`src/url_target_query_parser_core_defines.svh`:
```
// Assertion macros shared by the URL target query parser RTL.
`ifndef URL_TARGET_QUERY_PARSER_CORE_DEFINES_SVH
`define URL_TARGET_QUERY_PARSER_CORE_DEFINES_SVH

`ifndef SYNTHESIS
// Checks that a condition holds at every clock edge outside reset.
`define UTQP_ASSERT(label, cond, msg) \
  label: assert property (@(posedge clk_i) disable iff (!rst_ni) (cond)) else $error(msg);
// Checks that a condition in one cycle implies another in the next cycle.
`define UTQP_ASSERT_NEXT(label, pre, post, msg) \
  label: assert property (@(posedge clk_i) disable iff (!rst_ni) (pre) |=> (post)) else $error(msg);
`else
`define UTQP_ASSERT(label, cond, msg)
`define UTQP_ASSERT_NEXT(label, pre, post, msg)
`endif

`endif

```
`src/utqp_pkg.sv`:
```
// Package with the item types, character codes and decode helpers of the parser.
package utqp_pkg;

  // Input item: one raw byte of the request target.
  typedef struct packed {
    logic [7:0] in_byte;
    logic       is_last;
  } in_item_t;

  // Result item: a decoded byte or a marker.
  typedef struct packed {
    logic [7:0] out_byte;
    logic       has_byte;
    logic [1:0] token_kind;
    logic       token_end;
    logic       target_end;
  } out_item_t;

  localparam int unsigned MAX_RES = 4;
  localparam int unsigned CNT_W   = $clog2(MAX_RES + 1);
  localparam int unsigned IDX_W   = $clog2(MAX_RES);

  // All results caused by one input item, in order.
  typedef struct packed {
    out_item_t [MAX_RES-1:0] res;
    logic [CNT_W-1:0]        cnt;
  } bundle_t;

  // Queue between the classifier and the output serializer (power of two).
  localparam int unsigned QDEPTH = 4;
  localparam int unsigned QPTR_W = $clog2(QDEPTH);

  localparam logic [7:0] CH_PCT   = 8'h25;
  localparam logic [7:0] CH_PLUS  = 8'h2B;
  localparam logic [7:0] CH_QM    = 8'h3F;
  localparam logic [7:0] CH_AMP   = 8'h26;
  localparam logic [7:0] CH_EQ    = 8'h3D;
  localparam logic [7:0] CH_SPACE = 8'h20;
  localparam logic [7:0] CH_D0    = 8'h30;
  localparam logic [7:0] CH_D9    = 8'h39;
  localparam logic [7:0] CH_LA    = 8'h61;
  localparam logic [7:0] CH_LF    = 8'h66;
  localparam logic [7:0] CH_UA    = 8'h41;
  localparam logic [7:0] CH_UF    = 8'h46;
  localparam logic [7:0] HEX_ALPHA_OFS = 8'd10;

  localparam logic [1:0] KIND_PATH  = 2'd0;
  localparam logic [1:0] KIND_KEY   = 2'd1;
  localparam logic [1:0] KIND_VALUE = 2'd2;

  localparam logic [1:0] REG_PATH  = 2'd0;
  localparam logic [1:0] REG_KEY   = 2'd1;
  localparam logic [1:0] REG_VALUE = 2'd2;

  localparam logic [1:0] PEND_NONE = 2'd0;
  localparam logic [1:0] PEND_ONE  = 2'd1;
  localparam logic [1:0] PEND_TWO  = 2'd2;

  // Returns {valid, digit value}.
  function automatic logic [4:0] hex_val(logic [7:0] c);
    logic [7:0] t;
    t = 8'd0;
    if (c >= CH_D0 && c <= CH_D9) begin
      t = c - CH_D0;
      return {1'b1, t[3:0]};
    end else if (c >= CH_LA && c <= CH_LF) begin
      t = c - CH_LA + HEX_ALPHA_OFS;
      return {1'b1, t[3:0]};
    end else if (c >= CH_UA && c <= CH_UF) begin
      t = c - CH_UA + HEX_ALPHA_OFS;
      return {1'b1, t[3:0]};
    end
    return 5'd0;
  endfunction

  // Unreachable region code 3 counts as the value region.
  function automatic logic [1:0] kind_of(logic [1:0] region);
    case (region)
      REG_PATH: return KIND_PATH;
      REG_KEY:  return KIND_KEY;
      default:  return KIND_VALUE;
    endcase
  endfunction

  function automatic out_item_t mk_res(logic [7:0] b, logic has, logic [1:0] kind,
                                       logic tend);
    out_item_t r;
    r.out_byte   = b;
    r.has_byte   = has;
    r.token_kind = kind;
    r.token_end  = tend;
    r.target_end = 1'b0;
    return r;
  endfunction

  // Appends a result unless the bundle is already full.
  function automatic bundle_t push(bundle_t b, out_item_t r);
    bundle_t o;
    o = b;
    if (b.cnt < CNT_W'(MAX_RES)) begin
      o.res[b.cnt[IDX_W-1:0]] = r;
      o.cnt = b.cnt + CNT_W'(1);
    end
    return o;
  endfunction

  // Emits a half-seen percent sequence literally.
  function automatic bundle_t flush_pend(bundle_t b, logic [1:0] pc, logic [7:0] hc,
                                         logic [1:0] kind);
    bundle_t o;
    o = b;
    if (pc == PEND_ONE || pc == PEND_TWO) begin
      o = push(o, mk_res(CH_PCT, 1'b1, kind, 1'b0));
      if (pc == PEND_TWO) begin
        o = push(o, mk_res(hc, 1'b1, kind, 1'b0));
      end
    end
    return o;
  endfunction

endpackage

```
`src/utqp_front.sv`:
```
// Front end: accepts raw bytes, tracks the token state and builds each item's results.
module utqp_front
  import utqp_pkg::*;
(
  input  logic     clk_i,
  input  logic     rst_ni,
  input  logic     in_valid_i,
  output logic     in_stall_o,
  input  in_item_t in_item_i,
  input  logic     q_full_i,
  output logic     push_o,
  output bundle_t  push_data_o
);

  logic [1:0] region_q, region_d;
  logic [1:0] pend_q, pend_d;
  logic [7:0] hex_q, hex_d;
  logic       ks_q, ks_d;

  logic       accept;
  logic [7:0] c;
  logic       delim;
  logic       do_fresh;
  logic [4:0] lo, hi;
  logic [1:0] kind_end;
  bundle_t    b;

  assign in_stall_o = q_full_i;
  assign accept     = in_valid_i && !q_full_i;
  assign c          = in_item_i.in_byte;
  assign lo         = hex_val(c);
  assign hi         = hex_val(hex_q);

  always_comb begin
    region_d = region_q;
    pend_d   = pend_q;
    hex_d    = hex_q;
    ks_d     = ks_q;
    b        = '0;
    do_fresh = 1'b0;
    kind_end = KIND_PATH;

    case (region_q)
      REG_PATH: delim = (c == CH_QM);
      REG_KEY:  delim = (c == CH_AMP) || (c == CH_EQ);
      default:  delim = (c == CH_AMP);
    endcase

    if (delim) begin
      b      = flush_pend(b, pend_q, hex_q, kind_of(region_q));
      pend_d = PEND_NONE;
      hex_d  = 8'd0;
      case (region_q)
        REG_PATH: begin
          b        = push(b, mk_res(8'd0, 1'b0, KIND_PATH, 1'b1));
          region_d = REG_KEY;
          ks_d     = 1'b0;
        end
        REG_KEY: begin
          if (c == CH_EQ) begin
            b        = push(b, mk_res(8'd0, 1'b0, KIND_KEY, 1'b1));
            region_d = REG_VALUE;
          end else begin
            if (ks_q) begin
              b = push(b, mk_res(8'd0, 1'b0, KIND_VALUE, 1'b1));
            end
            ks_d = 1'b0;
          end
        end
        default: begin
          b        = push(b, mk_res(8'd0, 1'b0, KIND_VALUE, 1'b1));
          region_d = REG_KEY;
          ks_d     = 1'b0;
        end
      endcase
    end else begin
      if (region_q == REG_KEY) begin
        ks_d = 1'b1;
      end
      if (pend_q == PEND_TWO) begin
        if (lo[4] && hi[4]) begin
          b = push(b, mk_res({hi[3:0], lo[3:0]}, 1'b1, kind_of(region_q), 1'b0));
        end else begin
          b        = flush_pend(b, pend_q, hex_q, kind_of(region_q));
          do_fresh = 1'b1;
        end
        pend_d = PEND_NONE;
        hex_d  = 8'd0;
      end else if (pend_q == PEND_ONE) begin
        if (lo[4]) begin
          pend_d = PEND_TWO;
          hex_d  = c;
        end else begin
          b        = flush_pend(b, pend_q, hex_q, kind_of(region_q));
          pend_d   = PEND_NONE;
          hex_d    = 8'd0;
          do_fresh = 1'b1;
        end
      end else begin
        pend_d   = PEND_NONE;
        do_fresh = 1'b1;
      end
      if (do_fresh) begin
        if (c == CH_PCT) begin
          pend_d = PEND_ONE;
        end else begin
          b = push(b, mk_res((c == CH_PLUS) ? CH_SPACE : c, 1'b1, kind_of(region_q), 1'b0));
        end
      end
    end

    if (in_item_i.is_last) begin
      kind_end = kind_of(region_d);
      b = flush_pend(b, pend_d, hex_d, kind_end);
      case (region_d)
        REG_PATH: b = push(b, mk_res(8'd0, 1'b0, KIND_PATH, 1'b1));
        REG_KEY: begin
          if (ks_d) begin
            b = push(b, mk_res(8'd0, 1'b0, KIND_VALUE, 1'b1));
          end
        end
        default:  b = push(b, mk_res(8'd0, 1'b0, KIND_VALUE, 1'b1));
      endcase
      if (b.cnt == '0) begin
        b = push(b, mk_res(8'd0, 1'b0, kind_end, 1'b0));
      end
      b.res[b.cnt[IDX_W-1:0] - IDX_W'(1)].target_end = 1'b1;
      region_d = REG_PATH;
      pend_d   = PEND_NONE;
      hex_d    = 8'd0;
      ks_d     = 1'b0;
    end
  end

  assign push_o      = accept && (b.cnt != '0);
  assign push_data_o = b;

  always_ff @(posedge clk_i or negedge rst_ni) begin
    if (!rst_ni) begin
      region_q <= REG_PATH;
      pend_q   <= PEND_NONE;
      hex_q    <= 8'd0;
      ks_q     <= 1'b0;
    end else if (accept) begin
      region_q <= region_d;
      pend_q   <= pend_d;
      hex_q    <= hex_d;
      ks_q     <= ks_d;
    end
  end

endmodule

```
`src/utqp_queue.sv`:
```
// Small FIFO of result bundles between the front end and the output serializer.
`include "url_target_query_parser_core_defines.svh"

module utqp_queue
  import utqp_pkg::*;
(
  input  logic    clk_i,
  input  logic    rst_ni,
  input  logic    push_i,
  input  bundle_t push_data_i,
  input  logic    pop_i,
  output bundle_t head_o,
  output logic    full_o,
  output logic    empty_o
);

  bundle_t             mem_q [QDEPTH];
  logic [QPTR_W-1:0]   wr_ptr_q, rd_ptr_q;
  logic [QPTR_W:0]     count_q, count_d;

  assign full_o  = (count_q == (QPTR_W+1)'(QDEPTH));
  assign empty_o = (count_q == '0);
  assign head_o  = mem_q[rd_ptr_q];

  always_comb begin
    count_d = count_q;
    if (push_i && !pop_i) begin
      count_d = count_q + (QPTR_W+1)'(1);
    end else if (pop_i && !push_i) begin
      count_d = count_q - (QPTR_W+1)'(1);
    end
  end

  always_ff @(posedge clk_i) begin
    if (push_i) begin
      mem_q[wr_ptr_q] <= push_data_i;
    end
  end

  always_ff @(posedge clk_i or negedge rst_ni) begin
    if (!rst_ni) begin
      wr_ptr_q <= '0;
      rd_ptr_q <= '0;
      count_q  <= '0;
    end else begin
      if (push_i) begin
        wr_ptr_q <= wr_ptr_q + QPTR_W'(1);
      end
      if (pop_i) begin
        rd_ptr_q <= rd_ptr_q + QPTR_W'(1);
      end
      count_q <= count_d;
    end
  end

  `UTQP_ASSERT(a_count_range, count_q <= (QPTR_W+1)'(QDEPTH), "queue count beyond depth")
  `UTQP_ASSERT(a_no_push_full, !(push_i && full_o), "push into a full queue")
  `UTQP_ASSERT(a_no_pop_empty, !(pop_i && empty_o), "pop from an empty queue")

endmodule

```
`src/utqp_back.sv`:
```
// Output serializer: hands out the results of each queued bundle one item per cycle unless stalled.
`include "url_target_query_parser_core_defines.svh"

module utqp_back
  import utqp_pkg::*;
(
  input  logic      clk_i,
  input  logic      rst_ni,
  input  bundle_t   q_head_i,
  input  logic      q_empty_i,
  output logic      pop_o,
  output logic      out_valid_o,
  input  logic      out_stall_i,
  output out_item_t out_item_o
);

  logic [IDX_W-1:0] idx_q;
  logic [CNT_W-1:0] idx_ext;
  logic             out_valid_q;
  out_item_t        out_item_q;
  logic             slot_free;
  logic             load;
  logic             last_res;

  assign idx_ext   = CNT_W'(idx_q);
  assign slot_free = !out_valid_q || !out_stall_i;
  assign load      = slot_free && !q_empty_i;
  assign last_res  = (idx_ext == q_head_i.cnt - CNT_W'(1));
  assign pop_o     = load && last_res;

  always_ff @(posedge clk_i) begin
    if (load) begin
      out_item_q <= q_head_i.res[idx_q];
    end
  end

  always_ff @(posedge clk_i or negedge rst_ni) begin
    if (!rst_ni) begin
      out_valid_q <= 1'b0;
      idx_q       <= '0;
    end else begin
      if (slot_free) begin
        out_valid_q <= !q_empty_i;
      end
      if (load) begin
        idx_q <= last_res ? '0 : idx_q + IDX_W'(1);
      end
    end
  end

  assign out_valid_o = out_valid_q;
  assign out_item_o  = out_item_q;

  `UTQP_ASSERT(a_bundle_nonempty, q_empty_i || (q_head_i.cnt != '0), "empty bundle queued")
  `UTQP_ASSERT(a_idx_in_range, q_empty_i || (idx_ext < q_head_i.cnt), "index past bundle")
  `UTQP_ASSERT_NEXT(a_idx_restart, pop_o, idx_q == '0, "index not restarted after pop")

endmodule

```
`src/url_target_query_parser_core.sv`:
```
// An accepted item's results are written into the bundle queue and then loaded into the
// result register. Throughput: one input item per cycle while items yield at most one
// result each and the output is not stalled; an item with several results holds the
// single result register in turn; a four-bundle queue before it absorbs such bursts.
// Reset: asynchronous and active low; it returns the parser to the path region with nothing
// pending and empties the queue and the output register.
module url_target_query_parser_core
  import utqp_pkg::*;
(
  input  logic      clk_i,
  input  logic      rst_ni,
  input  logic      in_valid_i,
  output logic      in_stall_o,
  input  in_item_t  in_item_i,
  output logic      out_valid_o,
  input  logic      out_stall_i,
  output out_item_t out_item_o
);

  // The front end classifies each byte against the current region and pending percent
  // sequence, and packs every result that byte causes into one bundle. Bytes that cause
  // no result leave only a state update behind and are not queued.
  logic    push;
  bundle_t push_data;
  logic    q_full;
  logic    q_empty;
  logic    pop;
  bundle_t q_head;

  utqp_front u_front (
    .clk_i       (clk_i),
    .rst_ni      (rst_ni),
    .in_valid_i  (in_valid_i),
    .in_stall_o  (in_stall_o),
    .in_item_i   (in_item_i),
    .q_full_i    (q_full),
    .push_o      (push),
    .push_data_o (push_data)
  );

  // The queue decouples the two sides, so the input keeps flowing while the output
  // is stalled, until all four bundle slots are taken.
  utqp_queue u_queue (
    .clk_i       (clk_i),
    .rst_ni      (rst_ni),
    .push_i      (push),
    .push_data_i (push_data),
    .pop_i       (pop),
    .head_o      (q_head),
    .full_o      (q_full),
    .empty_o     (q_empty)
  );

  // The back end walks through the head bundle and drives one registered result per cycle
  // unless the output stalls; it releases the bundle when its last result is loaded.
  utqp_back u_back (
    .clk_i       (clk_i),
    .rst_ni      (rst_ni),
    .q_head_i    (q_head),
    .q_empty_i   (q_empty),
    .pop_o       (pop),
    .out_valid_o (out_valid_o),
    .out_stall_i (out_stall_i),
    .out_item_o  (out_item_o)
  );

endmodule

```
`config.mk`:
```
export PLATFORM = sky130hd
export DESIGN_NAME = url_target_query_parser_core
export DESIGN_NICKNAME = d
export VERILOG_FILES = /design/src/utqp_pkg.sv /design/src/utqp_front.sv /design/src/utqp_queue.sv /design/src/utqp_back.sv /design/src/url_target_query_parser_core.sv
export VERILOG_INCLUDE_DIRS = /design/src /design/src/src
export SDC_FILE = /design/constraint.sdc
export NUM_CORES = 1
export LEC_CHECK = 0
export BUFFER_PORTS_ARGS = -buffer_cell sky130_fd_sc_hd__buf_2
export CAP_MARGIN = 20
export CORE_MARGIN = 2
export CORE_UTILIZATION = 50
export DETAILED_ROUTE_END_ITERATION = 10
export GPL_ROUTABILITY_DRIVEN = 0
export PLACE_DENSITY = 0.69
export SYNTH_ARGS = -nofsm -noshare
export SYNTH_HDL_FRONTEND = slang
export SYNTH_SLANG_ARGS = --single-unit
export TNS_END_PERCENT = 20
```
`constraint.sdc`:
```
create_clock -name clk_i -period 11.5 [get_ports clk_i]
set_input_delay 1.15 -clock clk_i [delete_from_list [all_inputs] [get_ports clk_i]]
set_output_delay 1.15 -clock clk_i [all_outputs]
set_load 0.05 [all_outputs]
```
==> results of run 1 <==
-- logic make-up (layout without fill, tap and decap cells) --
family / count (synthesis) / count (layout) / synth area share [%]
and+or+nand+nor: 204 / 204 / 7.85
AOI/OAI and AO/OA: 221 / 221 / 12.7
buffers and inverters: 83 / 124 / 2.68
adders and majority gates: 35 / 35 / 3.47
DFF: 256 / 256 / 59.0
xor gates and xnor gates: 19 / 19 / 1.36
muxes: 80 / 80 / 13.0
-- critical path: cells and delay by family --
kind,cells,cell delay [ns]
compound gates,8,2.08
simple gates,7,2.07
fa+ha+maj,6,1.77
buf+inv,5,0.93
mux,3,0.90
-- stage by stage --
stage               util, %  worst slack, ns  area, sq um  power (mW)  hold slack [ns]
floorplan                 -             3.23        12800        1.90            0.456
global placement       52.8             2.60        13300        2.09            0.472
detailed placement     52.8             2.34        13300        2.11            0.482
CTS                    56.4             2.86        14200        3.00            0.496
global route           56.4             2.27        14200        3.09            0.511
finish                 56.4             2.75        14200        2.96            0.491
-- power by group --
| group | switching, mW | internal [mW] |
|---|---|---|
| clock network | 0.360 | 0.522 |
| logic | 0.429 | 0.348 |
| registers | 0.0835 | 1.21 |
| total | 0.872 | 2.09 |
-- how the worst min path moves through the flow --
| stage | from | end | slack, ns | cells after the start |
|---|---|---|---|---|
| global route | u_queue.count_q[2] | u_queue.count_q[2] | 0.51 | 1 |
| floorplan | u_queue.count_q[2] | u_queue.count_q[2] | 0.46 | 1 |
| finish | u_queue.count_q[2] | u_queue.count_q[2] | 0.49 | 1 |
| global placement | u_queue.count_q[2] | u_queue.count_q[2] | 0.47 | 1 |
| CTS | u_queue.count_q[2] | u_queue.count_q[2] | 0.50 | 1 |
| detailed placement | u_queue.count_q[2] | u_queue.count_q[2] | 0.48 | 1 |
-- state kept, by name (all words and copies together), names as in the netlist --
register / cells
u_front.ks_q: 1
u_front.region_q: 2
u_queue.mem_q: 220
u_back.out_item_o: 13
u_queue.wr_ptr_q: 2
u_front.hex_q: 8
u_queue.rd_ptr_q: 2
u_front.pend_q: 2
u_queue.count_q: 3
u_back.out_valid_o: 1
u_back.idx_q: 2
-- final cells by class --
cell class / instances / area share [%]
clock buffers: 28 / 4.79
clock inverters: 20 / 1.59
inverters: 34 / 0.899
multi-input cells: 559 / 34.7
flip-flops and latches: 256 / 53.4
well taps: 330 / 2.91
repair buffers: 42 / 1.74
-- synth_stat cells, types with 14 or more instances --
cell	number	share of area (%)
o22ai_1	21	1.0
o21ai_0	40	1.6
inv_1	34	0.99
clkbuf_1	31	0.91
a31oi_1	14	0.68
mux4_2	68	12
a21oi_1	35	1.4
ha_1	34	3.3
edfxtp_1	233	55
a22oi_1	16	0.94
nand2_1	76	2.2
a22o_1	17	1.2
dfrtp_1	23	4.5
nor2_1	50	1.5
-- metal layers --
layer	GRT usage, %	vias up	wire length [um]
met5	0	-	0
met4	5.66	0	597
met3	4.04	47	2460
met2	35.9	387	14100
met1	33.5	4108	13000
li1	-	3606	-
==> results.sh, run 1 <==
export IMPL_outcome="completed"
export IMPL_cts_buffers_inserted=26
export IMPL_synthFlopType="edfxtp_1"
export IMPL_async_flop_share_pct=8.98
export IMPL_post_synth_instance_area_sq_mm=0.0128
export IMPL_clock_tree_from_tritoncts="built"
export IMPL_antenna_violating_nets_post_route=0
export IMPL_rr_startpoint="u_front.hex_q[0]"
export IMPL_routed_via_density=6.42
export IMPL_max_cap_viol_count=0
export IMPL_final_hold_viol_count=0
export IMPL_crit_path_top_delay_cell="and2_2"
export IMPL_dieHeight_um=164
export IMPL_clk_buf_depth=3
export IMPL_fin_skew_ns=0.0279
export IMPL_fmaxAchievable_ghz=0.114
export IMPL_syn_to_final_growth_pct=10.6
export IMPL_grt_start_max_net_pins=48
export IMPL_cts_repair_resize_count=0
export IMPL_via_count=8148
export IMPL_cts_num_sinks=256
export IMPL_setup_viol=0
export IMPL_total_routed_wirelength_um=30200
export IMPL_syn_nets=946
export IMPL_grt_util_all_layers_pct=22.9
export IMPL_cts_setup_buffers=0
export IMPL_worst_path_max_fanout=30
export IMPL_clock_root_buffer="clkbuf_16"
export IMPL_core_area_sq_mm=0.0252
export IMPL_rsz0062_at_grt="false"
export IMPL_final_min_period_over_clock_period_pct=76.1
export IMPL_routed_wire_length_per_instance_um=23.8
export IMPL_setup_worst_path_start="in_item_i[2]"
export IMPL_numPortBuffers=27
export IMPL_post_route_cells_drive_above_1_share_pct=20.1
export IMPL_yosysUniqueCellTypes=81
export IMPL_clk_transition_reported_paths_ns=0.06
export IMPL_design_final_nets=967
export IMPL_dr_first_iter_drc_count=1040
export IMPL_filler_cell_count=1961
export IMPL_worst_r2r_setup_slack_ns=3.13
export IMPL_synth_area_per_cell_sq_um=14.3
export IMPL_timing_critical_path_arrival_ns=8.92
export IMPL_drt_pre_antenna_iters=5
export IMPL_timing_setup_tns_ns=0
export IMPL_fin_cells=1269
export IMPL_power_static_leakage_nw=4.91
export IMPL_die_x_um=164
export IMPL_cpPeakStageDelay_ns=0.76
export IMPL_clk_insertion_delay_late_ns=0.53
export IMPL_seq_area_frac_synth_pct=59.0
export IMPL_cp_start_kind="input pin"
export IMPL_floorplan_die_area_sq_mm=0.0270
export IMPL_crit_path_end="u_queue.mem_q[2][0]"
export IMPL_critical_path_endpoint_type="register"
export IMPL_worst_reg2reg_path_depth=28
export IMPL_max_vdd_ir_drop_uv=120
export IMPL_pwr_density_cell_mw_per_mm2=208
export IMPL_grt_overflow_total=0
export IMPL_grt_pass1_wl_um=46500
export IMPL_floorplan_io_pins=28
export IMPL_placed_cells_incl_taps=1221
export IMPL_timing_critical_path_mode_cell="ha_1"
export IMPL_dp_hpwl_um=20300
export IMPL_mostFrequentLayoutCells="edfxtp_1 (233), nand2_1 (76), mux4_2 (68)"
export IMPL_drc=0
export IMPL_multiInputGateArea_sq_mm=0.00493
export IMPL_worstReg2RegEnd="u_queue.mem_q[2][0]"
export IMPL_number_of_flops_mapped_to_enable_cells_by_yosys=233
export IMPL_hp_class="reg -> reg"
export IMPL_ctsHtreeMaxLevel=1
export IMPL_floorplan_rows=58
export IMPL_worst_slew_pin_transition_ns=0.995
export IMPL_yosys_warnings=0
export IMPL_cts_hold_buffers=0
export IMPL_final_min_clock_period_ns=8.75
export IMPL_critical_path_class="in -> reg"
export IMPL_timing_max_transition_violations_final=0
export IMPL_antenna_found_initial=0
export IMPL_n_antenna_cell=0
export IMPL_ys_ff_latch=256
export IMPL_first_global_vias=7871
export IMPL_crit_required_ns=11.67
export IMPL_syn_instance_count=898
export IMPL_start_util_pct=51.0
export IMPL_layout_cells_most_common="edfxtp_1"
export IMPL_slew_headroom_pct=33.0
export IMPL_area_taken_by_flip_flops_and_latches_sq_mm=0.00758
Power figures use the tool's default switching activity.
==> run 2: changes to the inputs <==
clock period = 8.1 ns   (was 11.5 ns; I/O delays follow)
==> run 2 against run 1 <==
Net effect:
- clock power rose by 32%
- routed wire length fell by 1.5%
- core utilization rose by 0.22 points
- die area did not move
- via count fell by 1.1%
- register-to-register slack got worse by 2.5 ns
- non-clock buffer count rose by 11
- cell area rose by 0.40%
- critical path type is now reg -> reg
- largest cell class unchanged
==> results.sh, run 2 (synthesis gave the netlist of run 1 again) <==
export IMPL_outcome="completed"
export IMPL_slew_headroom_pct=27.1
export IMPL_multiInputGateArea_sq_mm=0.00493
export IMPL_rsz0062_at_grt="false"
export IMPL_syn_to_final_growth_pct=11.1
export IMPL_routed_via_density=6.29
export IMPL_final_min_clock_period_ns=7.49
export IMPL_design_final_nets=979
export IMPL_grt_util_all_layers_pct=22.6
export IMPL_hp_class="in -> async"
export IMPL_cts_hold_buffers=0
export IMPL_antenna_found_initial=0
export IMPL_final_hold_viol_count=0
export IMPL_floorplan_rows=58
export IMPL_clk_buf_depth=3
export IMPL_core_area_sq_mm=0.0252
export IMPL_final_cell_area_sq_mm=0.0143
export IMPL_drc=0
export IMPL_max_cap_viol_count=0
export IMPL_cpPeakStageDelay_ns=0.57
export IMPL_dr_first_iter_drc_count=949
export IMPL_cp_start_kind="register"
export IMPL_clk_transition_reported_paths_ns=0.06
export IMPL_cts_num_sinks=256
export IMPL_total_routed_wirelength_um=29700
export IMPL_clock_root_buffer="clkbuf_16"
export IMPL_worst_reg2reg_path_depth=32
export IMPL_cts_buffers_inserted=27
export IMPL_critical_path_endpoint_type="register"
export IMPL_worst_slew_pin_transition_ns=1.09
export IMPL_detailedPlace_worstSlack_ns=0.265
export IMPL_power_static_leakage_nw=4.97
export IMPL_fmaxAchievable_ghz=0.133
export IMPL_setup_slack_ns=0.607
export IMPL_via_count=8059
export IMPL_placed_area_sq_mm=0.0134
export IMPL_dieHeight_um=164
export IMPL_timing_setup_tns_ns=0
export IMPL_max_reg_flops=220
export IMPL_path_buf_inv=4
export IMPL_cts_repair_resize_count=0
export IMPL_cts_setup_buffers=0
export IMPL_timing_critical_path_arrival_ns=7.95
export IMPL_crit_required_ns=8.56
export IMPL_first_global_vias=7763
export IMPL_fin_cells=1282
export IMPL_worst_hold_margin_ns=0.277
export IMPL_mostFrequentLayoutCells="edfxtp_1 (233), nand2_1 (76), mux4_2 (68)"
export IMPL_timing_max_transition_violations_final=0
export IMPL_depth_of_the_critical_timing_path_with_buffers_and_inverters_included=32
export IMPL_setup_viol=0
export IMPL_routed_wire_length_per_instance_um=23.2
export IMPL_ctsHtreeMaxLevel=1
export IMPL_grt_start_max_net_pins=48
export IMPL_grt_pass1_wl_um=45600
export IMPL_grt_overflow_total=0
export IMPL_start_util_pct=51.0
export IMPL_layout_cells_most_common="edfxtp_1"
export IMPL_worst_path_max_fanout=10
export IMPL_area_taken_by_flip_flops_and_latches_sq_mm=0.00758
export IMPL_clock_tree_from_tritoncts="built"
export IMPL_clk_insertion_delay_late_ns=0.54
export IMPL_critPathTopFamily="compound AO/OA/AOI/OAI gates"
export IMPL_die_x_um=164
export IMPL_max_vdd_ir_drop_uv=192
export IMPL_placed_cells_incl_taps=1232
export IMPL_filler_cell_count=2006
export IMPL_crit_path_top_delay_cell="a2111oi_4"
export IMPL_n_antenna_cell=0
export IMPL_floorplan_io_pins=28
export IMPL_drt_pre_antenna_iters=5
export IMPL_post_route_cells_drive_above_1_share_pct=20.6
export IMPL_numPortBuffers=27
export IMPL_floorplan_die_area_sq_mm=0.0270
export IMPL_max_flop_register="u_queue.mem_q"
export IMPL_pwr_density_cell_mw_per_mm2=289
export IMPL_dp_hpwl_um=20500
export IMPL_timing_critical_path_mode_cell="ha_1"
export IMPL_fin_skew_ns=0.0227
export IMPL_final_min_period_over_clock_period_pct=92.5
export IMPL_antenna_violating_nets_post_route=0
export IMPL_critical_path_class="reg -> reg"
==> run 2: changes by cell type in the layout (fill, tap and decap cells not counted), moves of 3 or more <==
cell,delta
buf_4,+8
bufinv_16,-3
clkinvlp_4,-5
clkbuf_1,+7
buf_12,+3
clkbuf_8,+3
==> run 2: metrics by stage <==
stage          total power [mW]  utilization (%)
2_1_floorplan              2.70                -
3_3_place_gp               3.00             53.3
3_5_place_dp               3.02             53.3
4_1_cts                    4.18             56.6
5_1_grt                    4.31             56.6
6_report                   4.12             56.6
==> run 2: power breakdown <==
| part | internal (mW) | switching (mW) | leakage, nW |
|---|---|---|---|
| clock | 0.676 | 0.485 | 0.418 |
| sequential | 1.72 | 0.158 | 2.44 |
| combinational | 0.508 | 0.575 | 2.11 |
| total | 2.91 | 1.22 | 4.97 |
==> run 2: worst paths after layout <==
check / from / endpoint / slack (ns)
worst min-delay path: rst_ni / u_front.hex_q[0] / 0.28
worst max-delay path: u_front.hex_q[0] / u_queue.count_q[2] / 0.61
worst min register to register: u_queue.count_q[2] / u_queue.count_q[2] / 0.51
min in group clk_i: out_stall_i / u_back.out_valid_o / 0.50
max in group asynchronous: rst_ni / u_queue.rd_ptr_q[0] / 7.35
worst max register to register: u_front.hex_q[0] / u_queue.count_q[2] / 0.61
==> run 2: layout make-up <==
type	instances	share of cell area [%]
well taps	330	2.90
multi-input cells	559	34.6
inverters	34	0.895
clock inverters	12	0.658
repair buffers	53	2.58
flip-flops and latches	256	53.2
clock buffers	38	5.24
==> run 2: per-layer routing <==
metal  share of wire [%]  GRT usage, %
met4                 1.7          5.78
met3                 8.0          3.36
met2                  47          35.3
met5                   0             0
met1                  43          33.4
